### src/sv/plr_pkg.sv
package plr_pkg;

  localparam int unsigned CodeW    = 8;
  localparam int unsigned ColorW   = 16;
  localparam int unsigned LineW    = 16;
  localparam int unsigned CoordW   = 10;
  localparam int unsigned ModeW    = 3;
  localparam int unsigned CfgIdxW  = 3;
  localparam int unsigned CfgDataW = 16;

  localparam int unsigned PaletteDepth = 1 << CodeW;

  localparam logic [ModeW-1:0] DisposalRestoreBg = ModeW'(2);

  typedef enum logic [CfgIdxW-1:0] {
    CfgFrameX       = 3'd0,
    CfgFrameWidth   = 3'd1,
    CfgTransparent  = 3'd2,
    CfgBackground   = 3'd3,
    CfgDisposal     = 3'd4,
    CfgTransparency = 3'd5
  } cfg_idx_e;

  typedef struct packed {
    logic [LineW-1:0] frame_x;
    logic [LineW-1:0] frame_width;
    logic [CodeW-1:0] transparent_code;
    logic [CodeW-1:0] background_code;
    logic [ModeW-1:0] disposal_mode;
    logic             transparency_on;
  } cfg_t;

  typedef struct packed {
    logic              draw;
    logic [CoordW-1:0] screen_x;
    logic [CoordW-1:0] screen_y;
    logic              segment_start;
    logic [CodeW-1:0]  code;
  } pix_t;

endpackage

### src/sv/plr_palette.sv
module plr_palette (
  input  logic                          clk_i,
  input  logic                          wr_en_i,
  input  logic [plr_pkg::CodeW-1:0]     wr_addr_i,
  input  logic [plr_pkg::ColorW-1:0]    wr_data_i,
  input  logic                          rd_en_i,
  input  logic [plr_pkg::CodeW-1:0]     rd_addr_i,
  output logic [plr_pkg::ColorW-1:0]    rd_data_o
);

  logic [plr_pkg::ColorW-1:0] mem_q [plr_pkg::PaletteDepth];
  logic [plr_pkg::ColorW-1:0] rd_data_q;

  always_ff @(posedge clk_i) begin
    if (wr_en_i) begin
      mem_q[wr_addr_i] <= wr_data_i;
    end
  end

  always_ff @(posedge clk_i) begin
    if (rd_en_i) begin
      rd_data_q <= mem_q[rd_addr_i];
    end
  end

  assign rd_data_o = rd_data_q;

endmodule

### config.mk
export PLATFORM = sky130hd
export DESIGN_NAME = plr_palette
export DESIGN_NICKNAME = d
export VERILOG_FILES = /design/src/sv/plr_pkg.sv /design/src/sv/plr_palette.sv
export SDC_FILE = /design/constraint.sdc
export NUM_CORES = 2
export LEC_CHECK = 0
export ABC_CLOCK_PERIOD_IN_PS = 3600
export BUFFER_PORTS_ARGS = -buffer_cell sky130_fd_sc_hd__buf_4
export CORE_MARGIN = 10
export CORE_UTILIZATION = 55
export CTS_BUF_LIST = sky130_fd_sc_hd__clkbuf_4
export CTS_CLUSTER_DIAMETER = 80
export DETAILED_ROUTE_END_ITERATION = 8
export HOLD_SLACK_MARGIN = 0.03
export PLACE_DENSITY = 0.7
export REMOVE_ABC_BUFFERS = 1
export SETUP_SLACK_MARGIN = 0.15
export SYNTH_ARGS = -nofsm -noshare
export SYNTH_HDL_FRONTEND = slang
export SYNTH_SLANG_ARGS = --single-unit
export TNS_END_PERCENT = 5
### constraint.sdc
create_clock -name clk_i -period 3.6 [get_ports clk_i]
set_input_delay 0.9 -clock clk_i [delete_from_list [all_inputs] [get_ports clk_i]]
set_output_delay 0.9 -clock clk_i [all_outputs]
set_load 0.01 [all_outputs]
# [Yosys cells after proc, flatten, opt, wreduce, memory -nomap -nowiden]
# Memories as Yosys holds them, arrays and structs flattened. A register that Yosys moved wholly into a read port is not among the register bits.
# Index checks and enable logic that the tools add are counted.
# Widths: inputs -> output; s select.
[classes] addsub=0 mul=0 div_mod_pow=0 order_cmp=0 n_eq_ne=0 shifts=0 mux=2 n_bitwise=0 n_reduce_logical=0
[ops] cell="$mux 1" n=2
[totals] reg_bits=0 latch_bits=0 ram_bits=4096 romBits=0 inputBits=35 output_inout_bits=16 word_cells=3 memories=1
[memory_table] memory="mem_q" depth=256 width=16 rd=1 rd_clocked_by_memory_dff=1 write_ports=1 line_no="plr_palette.sv:11" text="logic [plr_pkg::ColorW-1:0] mem_q [plr_pkg::PaletteDepth];"

# [Longest topological paths before layout]
[logic_depth] ltp_word=2 depth_mapped=12 ltp_nobuf=6

# [Worst setup path before layout]
# Ideal clock, no wire load.
[synth_path] kind="input port to flip-flop" from="input rd_addr_i[0] in the netlist's numbering" to="register rd_data_q, in the netlist rd_data_o[4], read port of mem_q, data pin" setup_time_ps=265 arrival_time_ps=2884 t_required_ps=3335 slack_ps=451 stages=8 n_path_buf=3 cell_sequence="buf_6 buf_6 buf_2 mux4_2 mux4_2 a22o_1 o32ai_2 nor4_2"
[synth_lines] item="from (decl)" line_no="plr_palette.sv:7" text="input logic [plr_pkg::CodeW-1:0] rd_addr_i,"
[synth_lines] item="to (decl)" line_no="plr_palette.sv:12" text="logic [plr_pkg::ColorW-1:0] rd_data_q;"

==> metrics.csv <==
stage,metric,value,unit
yosys,synth_edf_count,4112,
clock_network,cts.clk_slew.worst_paths,0.07,ns
global_routing,gr-total-overflow,0,
worst_hold_path,hold_class,input pin to flip-flop,
final_layout,layout-drive-gt1-share,0.359,
final_layout,multiInputGateArea,32800,um2
clock_network,cts_buffers,1100,
clock_network,cts_tree,yes,
timing,slew_headroom,0.166,
placement,dp_hpwl,259000,um
timing,fmax,296,MHz
final_layout,fin_util,0.633,
yosys,ys_types,51,
setup_path,worstPathCellList,"mux4_2, mux4_2, a22o_1, o32ai_1, buf_4, nor4_1",
yosys,seq_area_frac_synth,0.777,
global_routing,grt_start_max_net_pins,129,
setup_path,cp-start-kind,flip-flop,
setup_path,critPathArrivalTime,4.67,ns
yosys,yosysWarningCount,0,
setup_path,cp_top_family,compound AO/OA/AOI/OAI gates,
final_layout,mostFrequentLayoutCells,"edfxtp_1 (4112), clkbuf_4 (1511), buf_4 (833), mux4_2 (797), mux2i_1 (565)",
setup_path,worstSetupStartpoint,mem_q[56][11],
outcome,status,"finished, final reports clean",
pwr,p_clk_frac,0.394,
placement,pre_cts_slack,-0.941,ns
drt,vias,85800,
pwr,peakVddDrop,317,uV
die,core,288000,um2
die,dieArea,311000,um2
final_layout,regArea,123000,um2
pwr,combPwrFrac,0.057,
yosys,synth_ff_type,edfxtp_1,
drt,ant_nets,0,
final_layout,area_growth,14.8,%
drt,first_pass_iters,5,
clock_network,clkLatencyLatePin,1.69,ns
placement,io_buffers,50,
final_layout,fillers,19500,
clock_network,cts.sinks,4112,
timing,tightest_slew,1.24,ns
pwr,powerDensity,528,nW/um2
setup_path,crit_required,4.90,ns
yosys,avgSynthCellArea,21.6,um2
clock_network,h-tree-depth,7,
yosys,syn_area,159000,um2
placement,place_area,170000,um2
drt,drt_iter0_drc,11300,
placement,gp_congestion,0.933,
timing,finClkSkew,0.146,ns
timing,drv_slew,0,
setup_path,cp_common_cell,mux4_2,
timing,setup_viol,0,
final_layout,final_area,182000,um2
drt,via_per_inst,6.41,
die,die_x,557,um
yosys,ys_async_sr_fraction,0,
setup_path,cp_max_fo,1,
setup_path,crit_buf_inv,1,
die,rows,197,
setup_path,max_stage_delay,0.95,ns
clock_network,cts_root_buffer,clkbuf_4,
timing,hold_viol_final,0,
drt,wirelength,421000,um
setup_path,endpoint_kind,flip-flop,
timing,final.period_utilization,0.937,
final_layout,layout.nets,9024,
timing,rsz0062_at_grt,yes,
die,start_util,0.552,
die,num_io_pins,51,
timing,finalWorstSetupSlack,0.226,ns
pwr,p_int,74.9,mW
setup_path,cp_slowest_cell,o32ai_1,
pwr,pwr-share-seq,0.550,
global_routing,groute.usage.overall,0.272,
global_routing,grt_pass1_wl,605000,um
clock_network,ctsLongestPathBuffers,5,
global_routing,grt_pass1_vias,87300,
yosys,ys_ff_latch,4112,
drt,wl_per_cell,31.5,um
die,die_h,557,um
global_routing,antenna_found_initial,27,
setup_path,crit_type,flip-flop to flip-flop,
run,cap_violations,0,
yosys,synth_cells,7360,
pwr,switching_share,0.222,
pwr,p_leak,60.4,nW
drt,drc,0,
final_layout,final_common_cell,edfxtp_1,
timing,layout_min_cycle_time,3.37,ns
pwr,switchingPower,21.3,mW
clock_network,postCtsSetupBuffers,0,
setup_path,worstReg2RegStart,mem_q[56][11],
worst_hold_path,min_from,rd_addr_i[7],
-- logic make-up after synthesis --
group,after synthesis,share of synthesized area
AND/OR/NAND/NOR,556,0.0157
AO/OA/AOI/OAI,786,0.0353
buffers and inverters,456,0.0169
multiplexers,1450,0.155
flip-flops,4112,0.777
-- routing by layer --
layer  wire, um  up-vias  GRT usage
met4      16800        4      0.117
met2     200000     5350      0.417
met5         26        -          0
met1     154000    44500      0.366
li1           -    35100          -
met3      49400      774     0.0809
-- worst paths after layout --
| path | slack [ns] | cells after the start | to |
|---|---|---|---|
| setup / recovery | 0.23 | 6 | rd_data_o[11] |
| hold / removal | 0.25 | 3 | rd_data_o[12] |
| setup reg to reg | 0.23 | 6 | rd_data_o[11] |
| hold reg to reg | 1.12 | 5 | rd_data_o[5] |
-- power by group through the flow --
stage | sequential [mW] | combinational, mW | clock (mW)
3_5_place_dp | 53.9 | 5.35 | 0
4_1_cts | 52.9 | 5.39 | 38.6
3_3_place_gp | 53.9 | 5.24 | 0
6_report | 52.9 | 5.44 | 37.9
5_1_grt | 52.8 | 5.64 | 41.3
2_1_floorplan | 53.9 | 1.95 | 0
-- layout make-up --
| class | count | share of cell area |
|---|---|---|
| inverter | 4 | 0.000151 |
| tap | 3781 | 0.0259 |
| sequential | 4112 | 0.677 |
| timing repair buffer | 979 | 0.0482 |
| clock inverter | 188 | 0.00587 |
| clock buffer | 1511 | 0.0622 |
| antenna | 17 | 0.000233 |
| multi-input combinational | 2792 | 0.180 |
-- cells in the mapped netlist (all sizes together), types with 3 or more instances --
library cell | instances | area [um2]
a2111oi | 6 | 52.6
a211oi | 18 | 135
a21oi | 175 | 876
a221oi | 28 | 245
a22o | 32 | 280
a22oi | 43 | 323
a31oi | 6 | 37.5
and3 | 11 | 68.8
buf | 222 | 1810
clkbuf | 230 | 863
edfxtp | 4112 | 123000
inv | 4 | 15.0
mux2 | 88 | 991
mux2i | 565 | 5660
mux4 | 797 | 17900
nand2 | 38 | 143
nand2b | 3 | 18.8
nand3 | 35 | 175
nand4 | 26 | 163
nand4b | 3 | 26.3
nor2 | 304 | 1140
nor2b | 9 | 56.3
nor3 | 92 | 460
nor4 | 18 | 119
o21ai | 38 | 190
o221ai | 253 | 2220
o22ai | 148 | 926
o31ai | 16 | 120
o32ai | 21 | 191
or2 | 5 | 31.3
-- worst register-to-register path, cell delays in order (launching register included) --
cell and delay (ns):
edfxtp_1 0.37, mux4_2 0.46, mux4_2 0.53, a22o_1 0.45
o32ai_1 0.96, buf_4 0.24, nor4_1 0.05
-- state kept, by name, indices dropped and copies added, names as in the netlist --
name       flops
mem_q       4096
rd_data_o     16
-- what timing repair did --
action	4_1_cts	5_1_grt
gates resized for setup	2	0
hold buffers	27	0
hold endpoints to repair	3005	0
endpoints found under the setup margin	2	1
-- through the flow --
stage	hold slack, ns	std cells	TNS (ns)	power [mW]
2_1_floorplan	0.973	6908	-60.96	55.8
3_3_place_gp	1.17	11600	-10.82	59.1
3_5_place_dp	1.17	11600	-10.89	59.2
4_1_cts	0.0555	13400	0	96.9
5_1_grt	0.152	13400	0	99.8
6_report	0.249	13400	0	96.2
Power figures use the tool's default switching activity.
