--- src/sv/plr_pkg.sv ---
package plr_pkg;

  localparam int unsigned CodeW    = 8;
  localparam int unsigned ColorW   = 16;
  localparam int unsigned LineW    = 16;
  localparam int unsigned CoordW   = 10;
  localparam int unsigned ModeW    = 3;
  localparam int unsigned CfgIdxW  = 3;
  localparam int unsigned CfgDataW = 16;

  localparam int unsigned PaletteDepth = 1 << CodeW;

  localparam logic [ModeW-1:0] DisposalRestoreBg = ModeW'(2);

  typedef enum logic [CfgIdxW-1:0] {
    CfgFrameX       = 3'd0,
    CfgFrameWidth   = 3'd1,
    CfgTransparent  = 3'd2,
    CfgBackground   = 3'd3,
    CfgDisposal     = 3'd4,
    CfgTransparency = 3'd5
  } cfg_idx_e;

  typedef struct packed {
    logic [LineW-1:0] frame_x;
    logic [LineW-1:0] frame_width;
    logic [CodeW-1:0] transparent_code;
    logic [CodeW-1:0] background_code;
    logic [ModeW-1:0] disposal_mode;
    logic             transparency_on;
  } cfg_t;

  typedef struct packed {
    logic              draw;
    logic [CoordW-1:0] screen_x;
    logic [CoordW-1:0] screen_y;
    logic              segment_start;
    logic [CodeW-1:0]  code;
  } pix_t;

endpackage

--- src/sv/plr_cfg_regs.sv ---
module plr_cfg_regs (
  input  logic                           clk_i,
  input  logic                           rst_ni,
  input  logic                           cfg_we_i,
  input  logic [plr_pkg::CfgIdxW-1:0]    cfg_index_i,
  input  logic [plr_pkg::CfgDataW-1:0]   cfg_data_i,
  output plr_pkg::cfg_t                  cfg_o
);

  plr_pkg::cfg_t cfg_q;
  plr_pkg::cfg_t cfg_d;

  always_comb begin
    cfg_d = cfg_q;
    if (cfg_we_i) begin
      unique case (cfg_index_i)
        plr_pkg::CfgFrameX:       cfg_d.frame_x          = cfg_data_i;
        plr_pkg::CfgFrameWidth:   cfg_d.frame_width      = cfg_data_i;
        plr_pkg::CfgTransparent:  cfg_d.transparent_code = cfg_data_i[plr_pkg::CodeW-1:0];
        plr_pkg::CfgBackground:   cfg_d.background_code  = cfg_data_i[plr_pkg::CodeW-1:0];
        plr_pkg::CfgDisposal:     cfg_d.disposal_mode    = cfg_data_i[plr_pkg::ModeW-1:0];
        plr_pkg::CfgTransparency: cfg_d.transparency_on  = cfg_data_i[0];
        default: ;
      endcase
    end
  end

  always_ff @(posedge clk_i or negedge rst_ni) begin
    if (!rst_ni) begin
      cfg_q <= '0;
    end else begin
      cfg_q <= cfg_d;
    end
  end

  assign cfg_o = cfg_q;

endmodule

--- config.mk ---
export PLATFORM = sky130hd
export DESIGN_NAME = plr_cfg_regs
export DESIGN_NICKNAME = d
export VERILOG_FILES = /design/src/sv/plr_pkg.sv /design/src/sv/plr_cfg_regs.sv
export SDC_FILE = /design/constraint.sdc
export NUM_CORES = 1
export LEC_CHECK = 0
export BUFFER_PORTS_ARGS = -buffer_cell sky130_fd_sc_hd__buf_2
export CORE_MARGIN = 10
export CORE_UTILIZATION = 52
export DETAILED_ROUTE_END_ITERATION = 10
export GPL_ROUTABILITY_DRIVEN = 1
export GPL_TIMING_DRIVEN = 0
export PLACE_DENSITY = 0.84
export SLEW_MARGIN = 20
export SYNTH_ARGS = -nofsm -noshare
export SYNTH_HDL_FRONTEND = slang
export SYNTH_SLANG_ARGS = --single-unit
--- constraint.sdc ---
create_clock -name clk_i -period 1.42 [get_ports clk_i]
set_input_delay 0.284 -clock clk_i [delete_from_list [all_inputs] [get_ports clk_i]]
set_output_delay 0.284 -clock clk_i [all_outputs]
set_load 0.03 [all_outputs]
Yosys cells after proc, flatten, opt, wreduce, memory -nomap -nowiden
Index checks and enable logic that the tools add are counted.
{ "word_totals": {"wordCells": 18, "reg_bits": 52} }
{ "op_classes": {"eq_ne": 5, "reduce_logical": 7} }
{ "ops": {"columns": ["op", "count"], "rows": [
  ["AND reduction 2 bit", 6],
  ["equality test 3 x 2 -> 1 bit, second input constant", 2],
  ["equality test 3 bit, second input constant", 2],
  ["equality test 3 x 1 -> 1 bit, second input constant", 1],
  ["logical NOT 3 bit", 1]
]} }

Depth between registers and ports, before layout
{ "logic_depth": {"ltp_word": 2, "ltp_mapped": 4} }

Least setup slack after synthesis
Ideal clock, no wire load.
{ "synth_timing": {"path_type": "input -> register", "from": "in cfg_index_i[1] (netlist bit)", "to": "reg cfg_q (netlist bit cfg_o[36])", "stages": 3, "arrival_time_ns": 1.244, "setup_ns": 0.125, "setup_slack_ns": 0.051, "path_buffers": 1, "cell_sequence": "nor4b_4 > buf_6 > mux2_2"} }
{ "synth_via": {"elab_chain_len": 2} }
{ "synth_rtl": {"columns": ["element", "line_no", "text"], "rows": [
  ["start: declaration", "plr_cfg_regs.sv:5", "input logic [plr_pkg::CfgIdxW-1:0] cfg_index_i,"],
  ["logical NOT 3 bit", "plr_cfg_regs.sv:16", "unique case (cfg_index_i)"],
  ["AND reduction 2 bit (no source line)", null, null],
  ["end signal: assignment", "plr_cfg_regs.sv:32", "cfg_q <= cfg_d;"],
  ["end: declaration", "plr_cfg_regs.sv:10", "plr_pkg::cfg_t cfg_q;"]
]} }
Every way passes these cells.
A chain may end at the register's enable or synchronous reset.

Worst setup path in the final report
{ "layout_timing": {"from": "in cfg_index_i[1] (netlist bit)", "to": "reg cfg_q (netlist bit cfg_o[26])"} }
{ "layout_via": {"elab_chain_len": 2} }
{ "layout_rtl": {"columns": ["element", "line_no"], "rows": [
  ["equality test 3 x 1 -> 1 bit", "plr_cfg_regs.sv:16"],
  ["AND reduction 2 bit (no source line)", null]
]} }
Every way passes these cells.

==> impl_summary.md <==
Route
After detailed routing, the number of vias per cell comes to a little over 5. The number of detailed-routing iterations run before antenna repair is 2. The post-route antenna net violation count is 0. The final routed wire length divided by cell count is about 18 um.

Summed over all layers, the routed wires come to 4.49 mm. The remaining design rule violation count is 0. The routed layout has approximately 1200 vias. The detailed router's first-iteration violation count is 49.

Pwr
The worst-case IR drop observed on VDD is 1.06 mV. The power density over cell area is approximately 1700 nW/um^2. The static leakage is 1.23 nW.

Yosys
The fraction of registers with async set or reset after synthesis is 100%. The mapped cell area is around 2000 um^2. By area the synthesized netlist is led by sky130_fd_sc_hd__dfrtp_1, sky130_fd_sc_hd__mux2_2, sky130_fd_sc_hd__nor4b_4. The number of warnings reported in the yosys synthesis log is 0. Of the post-synthesis cell area, the dominant cell type holds 65.3%.

The post-synthesis sequential element count is 52. After synthesis, flip-flops and latches occupy ~65% of the total area. The flip-flop cell with the highest count after synthesis is sky130_fd_sc_hd__dfrtp_1. Counting flops with a built-in enable in the synthesized netlist gives 0. In the synthesized netlist, the number of instances is 114. By count the netlist is led by sky130_fd_sc_hd__dfrtp_1, sky130_fd_sc_hd__mux2_2. The post-synthesis cell type with the largest combined area is sky130_fd_sc_hd__dfrtp_1. Dividing the synthesized area by the synthesized cell count gives 17.5 um^2. Yosys mapped the design onto 8 distinct sky130hd cell types. The number of nets in the synthesized netlist is between 100 and 150.

Clock network
The H-tree was split into 2 levels. The clock drives 52 sinks. Clock latency on the worst-skew pair, taken at its later pin, is between 200 and 300 ps.

Clock tree synthesis inserted a total of 5 buffers. The clock transition time at the flip-flop clock pins of the worst setup and hold paths is ~90 ps. TritonCTS built the clock tree. The root buffer cell is sky130_fd_sc_hd__clkbuf_8. The maximum clock insertion buffer count is 2.

Floorplanning
During I/O placement, the number of pins put on the boundary was 74. The area inside the core boundary is 3690 um^2. After floorplanning, the core was divided into 22 placement rows.

The floorplan step defined a die boundary enclosing 6710 um^2. Measured along the y axis, the die boundary spans between 80 and 90 um. The die is between 80 and 90 um wide. The initial cell density of the core is between 50 and 60%.

Worst setup path
The endpoint of the most critical setup path is cfg_o[26]. Of all nets on the critical path, the largest fanout is 10. The depth of the worst register-to-register path is 1. By startpoint and endpoint, the worst setup path is classified as input pin to register. The reg-to-reg setup timing slack is 640 ps. The critical path launch point type is an input pin. The critical path endpoint category is a register. Data on the critical path arrives at its endpoint at approximately 1500 ps. The most critical setup path has its startpoint at cfg_index_i[1]. The capture instance of the worst register-to-register path is cfg_o[7]. Data on the critical path is required at its endpoint by roughly 1600 ps. The startpoint identified for the worst register-to-register timing path is cfg_o[7].

Run status
The run finished with clean final reports.

Finish
The net count of the finished layout is about 220. The repair_antennas step left the layout with diodes totalling 0. The growth of design area from synthesis to finish is 27.0%.

The flip-flop count of the largest register after layout is between 50 and 60. For this run, the share of the core covered by cells in the final layout is roughly two thirds. The fill cell instance count of the final layout is approximately 290. The share of cells above drive strength 1 is 71.6%.

STA
The share of the clock period used by the worst path is between 90% and 100%. The post-layout minimum cycle time is about 1300 ps. After routing, the total negative slack on setup checks comes to 0 ps. The number of endpoints failing setup at the final stage is 0. The headroom to the max-slew limit is between 50% and 60%. Static timing analysis puts the maximum clock frequency at 0.780 GHz. The number of max-slew violations in the final report is 0. Setup repair after global routing left no endpoint under its margin. Clock skew on the completed layout was measured at 0 ps.

For the pin with the worst max-slew slack, the measured transition is 616 ps. The hold violation count in the final report came to 0.

Placed design
Routability-driven placement finished with a final weighted congestion of 0.744. The half-perimeter wire length after placement is between 3 and 4 mm. Input and output buffers added on the ports amount to 73.

Global routing
The number of global-route vias before repair came to 1385. For this run the aggregate overflow at the end of global routing stands at 0. The maximum number of pins on one net before global-route repair is 53. The first global-routing pass estimated 7.14 mm of wire. Global routing used roughly 14% of the available tracks. The number of antenna violations at the first check in global routing is 0.

Worst hold path
The min-delay analysis places its worst path in the category input pin to asynchronous set/reset pin.

Job
Max-cap violations in this run came to 0.
[worst max-delay path, cell delays in order]
cell	delay [ps]
sky130_fd_sc_hd__buf_2	140
sky130_fd_sc_hd__nor4bb_1	260
sky130_fd_sc_hd__clkbuf_4	250
sky130_fd_sc_hd__buf_6	170
sky130_fd_sc_hd__mux2_2	340
[final cells by class]
type / count / area (um^2) / share of cell area [%]
Clock buffer: 6 / 82.6 / 3.26
Clock inverter: 2 / 10.0 / 0.395
Multi-Input combinational cell: 58 / 659 / 26.1
Buffer: 4 / 35.0 / 1.38
Timing Repair Buffer: 75 / 383 / 15.1
Sequential cell: 52 / 1300 / 51.4
Tap cell: 48 / 60.1 / 2.37
[how the worst min path moves through the flow]
stage,startpoint,end,slack [ps],depth (start not counted)
2_1_floorplan,rst_ni,cfg_o[0],-10,0
3_3_place_gp,cfg_o[6],cfg_o[6],480,1
3_5_place_dp,cfg_o[28],cfg_o[28],490,1
4_1_cts,rst_ni,cfg_o[5],230,1
5_1_grt,rst_ni,cfg_o[7],50,1
6_report,rst_ni,cfg_o[5],6,1
[timing repair]
action	4_1_cts	5_1_grt
setup buffers	2	0
setup endpoints to repair	10	1
hold buffers	0	0
gates resized for setup	0	1
pin swaps	1	0
[routing by layer]
| metal | share of wire (%) | track usage, % | up-vias |
|---|---|---|---|
| li1 | - | - | 573 |
| met1 | 38 | 15.5 | 632 |
| met2 | 57 | 24.9 | 33 |
| met3 | 4.5 | 2.73 | 4 |
| met4 | 1.2 | 5.27 | 0 |
| met5 | 0 | 0 | - |
[metrics by stage]
stage	power (mW)	hold slack, ps	setup WS (ps)	cell area, um^2	cells
global route	4.51	48.2	8.60	2530	245
floorplan	2.96	-11.6	51.5	1990	114
CTS	4.32	229	126	2530	245
finish	4.27	5.86	138	2530	245
detailed placement	3.50	491	-343	2420	235
global placement	3.44	484	-295	2420	235
[placed cells by master (no fill, tap or decap)]
cell type                  synthesis  routed
sky130_fd_sc_hd__dfrtp_1          52      52
sky130_fd_sc_hd__mux2_2           52      52
sky130_fd_sc_hd__nor4bb_1          2       2
sky130_fd_sc_hd__nand4b_1          2       2
sky130_fd_sc_hd__buf_6             2       2
sky130_fd_sc_hd__nor4b_4           1       1
sky130_fd_sc_hd__clkbuf_4          0       1
sky130_fd_sc_hd__clkbuf_8          0       6
sky130_fd_sc_hd__and4bb_2          1       1
sky130_fd_sc_hd__clkinv_2          0       2
sky130_fd_sc_hd__buf_2             2      73
sky130_fd_sc_hd__buf_4             0       3
[cell families after synthesis]
family / count (synthesis) / synth area share [%]
buf+inv: 4 / 1.63
simple gates: 6 / 3.70
flops: 52 / 65.3
mux: 52 / 29.4
[where the power goes]
group	switching, mW	internal [mW]
registers	0.157	1.80
clock network	0.438	0.389
logic	0.984	0.500
Power figures use the tool's default switching activity.
