File: src/sv/plr_pkg.sv
package plr_pkg;

  localparam int unsigned CodeW    = 8;
  localparam int unsigned ColorW   = 16;
  localparam int unsigned LineW    = 16;
  localparam int unsigned CoordW   = 10;
  localparam int unsigned ModeW    = 3;
  localparam int unsigned CfgIdxW  = 3;
  localparam int unsigned CfgDataW = 16;

  localparam int unsigned PaletteDepth = 1 << CodeW;

  localparam logic [ModeW-1:0] DisposalRestoreBg = ModeW'(2);

  typedef enum logic [CfgIdxW-1:0] {
    CfgFrameX       = 3'd0,
    CfgFrameWidth   = 3'd1,
    CfgTransparent  = 3'd2,
    CfgBackground   = 3'd3,
    CfgDisposal     = 3'd4,
    CfgTransparency = 3'd5
  } cfg_idx_e;

  typedef struct packed {
    logic [LineW-1:0] frame_x;
    logic [LineW-1:0] frame_width;
    logic [CodeW-1:0] transparent_code;
    logic [CodeW-1:0] background_code;
    logic [ModeW-1:0] disposal_mode;
    logic             transparency_on;
  } cfg_t;

  typedef struct packed {
    logic              draw;
    logic [CoordW-1:0] screen_x;
    logic [CoordW-1:0] screen_y;
    logic              segment_start;
    logic [CodeW-1:0]  code;
  } pix_t;

endpackage

File: src/sv/plr_line_ctrl.sv
module plr_line_ctrl #(
  parameter int unsigned DISPLAY_COLUMNS = 320,
  parameter int unsigned DISPLAY_ROWS    = 240,
  parameter int unsigned SEGMENT_LENGTH  = 256
) (
  input  logic                          clk_i,
  input  logic                          rst_ni,
  input  logic                          pixel_acc_i,
  input  logic [plr_pkg::CodeW-1:0]     code_i,
  input  logic [plr_pkg::LineW-1:0]     line_y_i,
  input  logic                          line_start_i,
  input  plr_pkg::cfg_t                 cfg_i,
  output plr_pkg::pix_t                 pix_o
);

  localparam int unsigned RunW = $clog2(SEGMENT_LENGTH + 1);
  localparam int unsigned PosW = plr_pkg::LineW;

  logic [PosW-1:0] line_pos_q, line_pos_d;
  logic [RunW-1:0] run_q, run_d;
  logic            prev_q, prev_d;

  logic [PosW-1:0] pos_base;
  logic [RunW-1:0] run_base;
  logic            prev_base;
  logic [PosW:0]   pos_sum;
  logic            drawn;
  logic            mode_bg;
  logic            match;
  logic            hidden;
  logic            seg;
  logic [plr_pkg::CodeW-1:0] sub_code;

  always_comb begin
    pos_base  = line_start_i ? '0 : line_pos_q;
    run_base  = line_start_i ? '0 : run_q;
    prev_base = line_start_i ? 1'b0 : prev_q;
    pos_sum   = {1'b0, cfg_i.frame_x} + {1'b0, pos_base};
    drawn     = (line_y_i < PosW'(DISPLAY_ROWS)) &&
                (cfg_i.frame_x < PosW'(DISPLAY_COLUMNS)) &&
                (pos_base < cfg_i.frame_width) &&
                (pos_sum < (PosW + 1)'(DISPLAY_COLUMNS));
    mode_bg   = (cfg_i.disposal_mode == plr_pkg::DisposalRestoreBg);
    match     = (code_i == cfg_i.transparent_code);
    sub_code  = (mode_bg && match) ? cfg_i.background_code : code_i;
    hidden    = cfg_i.transparency_on && !mode_bg && match;
    seg       = !prev_base || (run_base >= RunW'(SEGMENT_LENGTH));

    line_pos_d = line_pos_q;
    run_d      = run_q;
    prev_d     = prev_q;
    if (pixel_acc_i) begin
      line_pos_d = (pos_base == '1) ? pos_base : pos_base + PosW'(1);
      run_d      = run_base;
      prev_d     = prev_base;
      if (drawn) begin
        if (hidden) begin
          run_d  = '0;
          prev_d = 1'b0;
        end else begin
          run_d  = seg ? RunW'(1) : run_base + RunW'(1);
          prev_d = 1'b1;
        end
      end
    end

    pix_o.draw          = drawn && !hidden;
    pix_o.screen_x      = pos_sum[plr_pkg::CoordW-1:0];
    pix_o.screen_y      = line_y_i[plr_pkg::CoordW-1:0];
    pix_o.segment_start = seg;
    pix_o.code          = sub_code;
  end

  always_ff @(posedge clk_i or negedge rst_ni) begin
    if (!rst_ni) begin
      line_pos_q <= '0;
      run_q      <= '0;
      prev_q     <= 1'b0;
    end else begin
      line_pos_q <= line_pos_d;
      run_q      <= run_d;
      prev_q     <= prev_d;
    end
  end

endmodule

File: config.mk
export PLATFORM = sky130hd
export DESIGN_NAME = plr_line_ctrl
export DESIGN_NICKNAME = d
export VERILOG_FILES = /design/src/sv/plr_pkg.sv /design/src/sv/plr_line_ctrl.sv
export SDC_FILE = /design/constraint.sdc
export NUM_CORES = 1
export LEC_CHECK = 0
export BUFFER_PORTS_ARGS = -buffer_cell sky130_fd_sc_hd__buf_2
export CAP_MARGIN = 30
export CORE_MARGIN = 2
export CORE_UTILIZATION = 31
export CTS_BUF_LIST = sky130_fd_sc_hd__clkbuf_8
export CTS_CLUSTER_DIAMETER = 120
export CTS_CLUSTER_SIZE = 30
export DETAILED_ROUTE_END_ITERATION = 7
export PLACE_DENSITY = 0.64
export SLEW_MARGIN = 5
export SYNTH_ARGS = -nofsm -noshare
export SYNTH_HDL_FRONTEND = slang
export SYNTH_SLANG_ARGS = --single-unit
File: constraint.sdc
create_clock -name clk_i -period 11.3 [get_ports clk_i]
set_input_delay 1.13 -clock clk_i [delete_from_list [all_inputs] [get_ports clk_i]]
set_output_delay 1.13 -clock clk_i [all_outputs]
set_load 0.005 [all_outputs]
* Word-level counts from Yosys, hierarchy flattened
Index checks and enable logic that the tools add are counted.
Storage, ports and cells: register bits after elaboration 26, input bits 80, word-level logic and storage cells 35
Cells by class: add/sub/neg operators 3, magnitude comparators 5, equal/unequal tests 3, multiplexer cells 10, reduce and logical (&&, ||, !) cells 11
Operators by type and width (number):
- 9-bit two-way mux | 4
- 16-bit two-way mux | 2
- 16-bit by 16-bit adder with 17-bit output | 1
- 17-bit by 9-bit less-than comparator with 1-bit output (second input constant) | 1
- 16-bit by 1-bit adder with 16-bit output (second input constant) | 1
- 16-bit equality test (second input constant) | 1
- 16-bit less-than comparator | 1
- 16-bit by 8-bit less-than comparator with 1-bit output (second input constant) | 1
- 16-bit by 9-bit less-than comparator with 1-bit output (second input constant) | 1
- 9-bit by 1-bit adder with 9-bit output (second input constant) | 1
- 9-bit greater-or-equal comparator (second input constant) | 1
- 8-bit equality test | 1
- 8-bit two-way mux | 1
- 1-bit logical AND | 7
- 3-bit by 2-bit equality test with 1-bit output (second input constant) | 1
- 1-bit zero test | 3
- 1-bit two-way mux | 3
- 1-bit logical OR | 1

* Logic depth before layout (Yosys ltp)
depth in word-level cells 6, depth in mapped cells 19, gate-level depth less buffers 15

* Least setup slack after synthesis
OpenSTA, ideal clock, no wires.
path kind input port to output port, from in line_start_i, to out pix_o[29] in the netlist's numbering, arrival 5000 ps, setup slack 5170 ps, cell stages on the path 17, path buffers 5, cell sequence buf_2 -> clkbuf_1 -> clkbuf_1 -> clkbuf_1 -> nor2b_1 -> ha_1 -> or4_1 -> a2111o_1 -> nor4_2 -> o2111ai_1 -> a2111oi_2 -> o311ai_1 -> nor2_1 -> and4bb_1 -> or4b_1 -> buf_2 -> nor2_1
RTL lines:
- start, declared | line plr_line_ctrl.sv:11 | input logic line_start_i,
- end, declared | line plr_line_ctrl.sv:13 | output plr_pkg::pix_t pix_o

==> flow_summary_export.csv <==
group,metric,value,unit
critical_path,r2r-start,"line_pos_q[15]$_DFFE_PN0P_",
critical_path,path_class,"in2out",
clock_network,cts_root_buffer,"clkbuf_8",
die,core_area,10800,sq um
die,die_h,109,um
grt,grt_start_max_net_pins,52,
critical_path,crit_family,"compound AO/OA/AOI/OAI gates",
layout,fin_util,0.367,
pwr,p_leak,1.79,nW
die,io_pins,110,
worst_hold_path,hold_path_class,"reg2reg",
logic_synthesis,synthesis.area,3420,sq um
timing,skew,0.00357,ns
detailed_routing,wire_per_inst,14.0,um
clock_network,clock_path_buffers,2,
critical_path,cp.arrival,5.24,ns
detailed_routing,vias,3588,
logic_synthesis,synth_flop_cell,"dfrtp_1",
die,rows,38,
timing,max_clock_freq,157,MHz
layout,diodes,0,
pwr,power_density,69.3,nW/um^2
logic_synthesis,ys_ff_latch,26,
clock_network,cts-resized-gates,0,
critical_path,critPathMostFrequentCell,"o21ai_0",
placement,place.detailed.hpwl,7260,um
logic_synthesis,avgSynthCellArea,7.56,sq um
grt,grt_pass1_vias,3363,
critical_path,path_cells,"buf_2 > buf_4 > nand2b_1 > inv_1 > ha_1 > o21ai_0 > a211oi_1 > o21ai_0 > a21boi_0 > a2bb2oi_1 > o21ai_0 > a21oi_1 > mux2_2 > or4b_1 > nor2_1 > buf_2",
die,dieWidth,109,um
logic_synthesis,ys_async_sr_fraction,1.00,
grt,gr-total-overflow,0,
grt,antenna_found_initial,0,
timing,finalWorstSetupSlack,4.93,ns
logic_synthesis,ys_seq_area_frac,0.190,
timing,finalSetupTns,0,ns
timing,tightest_slew,0.712,ns
placement,place.gp.congestion,0.854,
timing,rsz0062_at_grt,"false",
detailed_routing,drt_iter0_markers,171,
die,start_util,0.317,
clock_network,clock_latency,0.27,ns
outcome,status,"complete, no violations",
clock_network,path_clk_slew,0.09,ns
clock_network,cts_setup_buffers,0,
logic_synthesis,synth_edf_count,0,
critical_path,max_stage_delay,0.73,ns
run,maxCapViolCount,0,
critical_path,critPathCaptureType,"output pin",
timing,setup_viol,0,
clock_network,htree_num_levels,1,
worst_hold_path,holdPathEnd,"run_q[1]$_DFFE_PN0P_",
placement,pre_cts_slack,4.95,ns
placement,numPortBuffers,101,
layout,n_fill_cell,1128,
layout,seq_area,651,sq um
clock_network,hold_buffers,0,
logic_synthesis,syn_nets,555,
critical_path,cp-start-kind,"input pin",
critical_path,worst_path_max_delay_cell,"or4b_1",
critical_path,required,10.17,ns
timing,relSlewSlack,0.526,
clock_network,numCtsBuffers,3,
detailed_routing,drcViolationCount,0,
layout,multiInputGateArea,2450,sq um
layout,fin_area,3970,sq um
detailed_routing,drt_pass1_iterations,4,
grt,grt_use_total,0.152,
critical_path,crit_cells,16,
worst_hold_path,whs_path_depth,1,
timing,period_needed,6.37,ns
detailed_routing,viasPerCell,5.44,
critical_path,ff2ff_path_depth,13,
timing,hold_viol_final,0,
logic_synthesis,postSynthCellCount,453,
placement,placed_cell_area,3910,sq um
detailed_routing,drtAntennaViolNets,0,
layout,area.growth.synth_to_final,15.8,%
critical_path,cp_num_buf_inv,4,
critical_path,worstPathMaxFanout,51,
detailed_routing,drt-total-wl,9270,um
timing,drv_slew,0,
timing,post-route-period-util,0.564,
die,die_area,11900,sq um
critical_path,reg2reg_to,"run_q[0]$_DFFE_PN0P_",
layout,drive_above_1_share,0.233,
logic_synthesis,ys_warn_count,0,
clock_network,tritoncts,"built",
clock_network,cts.sinks,26,
critical_path,r2r_slack,7.07,ns
logic_synthesis,ys_types,68,
grt,grt_first_pass_wirelength,15000,um
worst_hold_path,hp-start,"run_q[1]$_DFFE_PN0P_",
pwr,ir_drop,44.2,uV
layout,nNetsFinal,623,
[cell families after synthesis]
kind of cell               after synthesis  synth area share
buffers and inverters                   71            0.0939
xor gates and xnor gates                30            0.0768
adders and majority gates               24            0.0863
DFF                                     26             0.190
and+or+nand+nor                        154             0.234
AOI/OAI and AO/OA                      134             0.274
muxes                                   14            0.0442
[placed cells by master (no fill, tap or decap), types with 3 or more instances in the layout]
cell       netlist  layout
a211oi_1         4       4
a22o_1           6       6
clkbuf_8         0       4
a21oi_1         29      29
nor4_1           5       5
o211ai_1         6       6
mux2_2           9       9
nor3_1           7       7
o21a_1           4       4
a21o_1           7       7
mux2i_1          5       5
xor2_1           7       7
a2bb2oi_1        3       3
o2111ai_1        3       3
nand2b_1         6       6
o22ai_1          6       6
nand3_1         11      11
a31o_2           3       3
o21ai_0         16      16
nand2_1         42      42
xnor2_1         23      23
o21bai_1         6       6
dfrtp_1         26      26
nor2_1          32      32
a21boi_0         3       3
nor2b_1         17      17
nand4_1         10      10
and3_1           4       4
nand4b_1         4       4
ha_1            22      22
a31oi_1          9       9
inv_1           32      32
buf_2            5     101
o2bb2ai_1        6       6
[through the flow]
stage / instances / power [mW] / hold slack [ns]
6_report: 660 / 0.275 / 0.513
5_1_grt: 660 / 0.292 / 0.521
4_1_cts: 660 / 0.277 / 0.521
3_5_place_dp: 656 / 0.215 / 0.498
3_3_place_gp: 656 / 0.212 / 0.489
2_1_floorplan: 453 / 0.178 / 0.458
[flip-flops by register name (all words and copies together), names as in the netlist]
register    cells
run_q           9
prev_q          1
line_pos_q     16
[per-layer routing]
metal,vias up,global-route usage,wire length (um)
met5,-,0,0
li1,1784,-,-
met2,119,0.262,4420
met3,10,0.0167,578
met4,0,0.0430,122
met1,1675,0.199,4160
[synthesized netlist by cell type (7+ instances only)]
cell | count | share of area
mux2_2 | 9 | 0.030
a31oi_1 | 9 | 0.016
ha_1 | 22 | 0.080
nor3_1 | 7 | 0.010
xnor2_1 | 23 | 0.059
a21oi_1 | 29 | 0.042
inv_1 | 32 | 0.035
buf_4 | 11 | 0.024
o21ai_0 | 16 | 0.023
xor2_1 | 7 | 0.018
nor2b_1 | 17 | 0.031
nor2_1 | 32 | 0.035
nand4_1 | 10 | 0.018
dfrtp_1 | 26 | 0.19
nand3_1 | 11 | 0.016
a21o_1 | 7 | 0.015
clkbuf_1 | 22 | 0.024
nand2_1 | 42 | 0.046
[worst max-delay path by stage]
stage,startpoint,end,slack [ns]
after floorplan,line_start_i,pix_o[29],5.17
after global placement,line_start_i,pix_o[29],5.04
after detailed placement,line_start_i,pix_o[29],4.95
after CTS,line_start_i,pix_o[29],4.93
after global routing,line_start_i,pix_o[29],4.45
final,line_start_i,pix_o[29],4.93
[power breakdown]
group | switching, mW | total, mW | internal (mW)
logic | 0.0545 | 0.102 | 0.0474
registers | 0.0125 | 0.111 | 0.0984
clock network | 0.0305 | 0.0617 | 0.0312
total | 0.0976 | 0.275 | 0.177
[layout make-up]
cell class | count | area share
Clock buffer | 4 | 0.0139
Inverter | 32 | 0.0303
Multi-Input combinational cell | 356 | 0.618
Sequential cell | 26 | 0.164
Tap cell | 140 | 0.0442
Timing Repair Buffer | 102 | 0.129
Power figures use the tool's default switching activity.
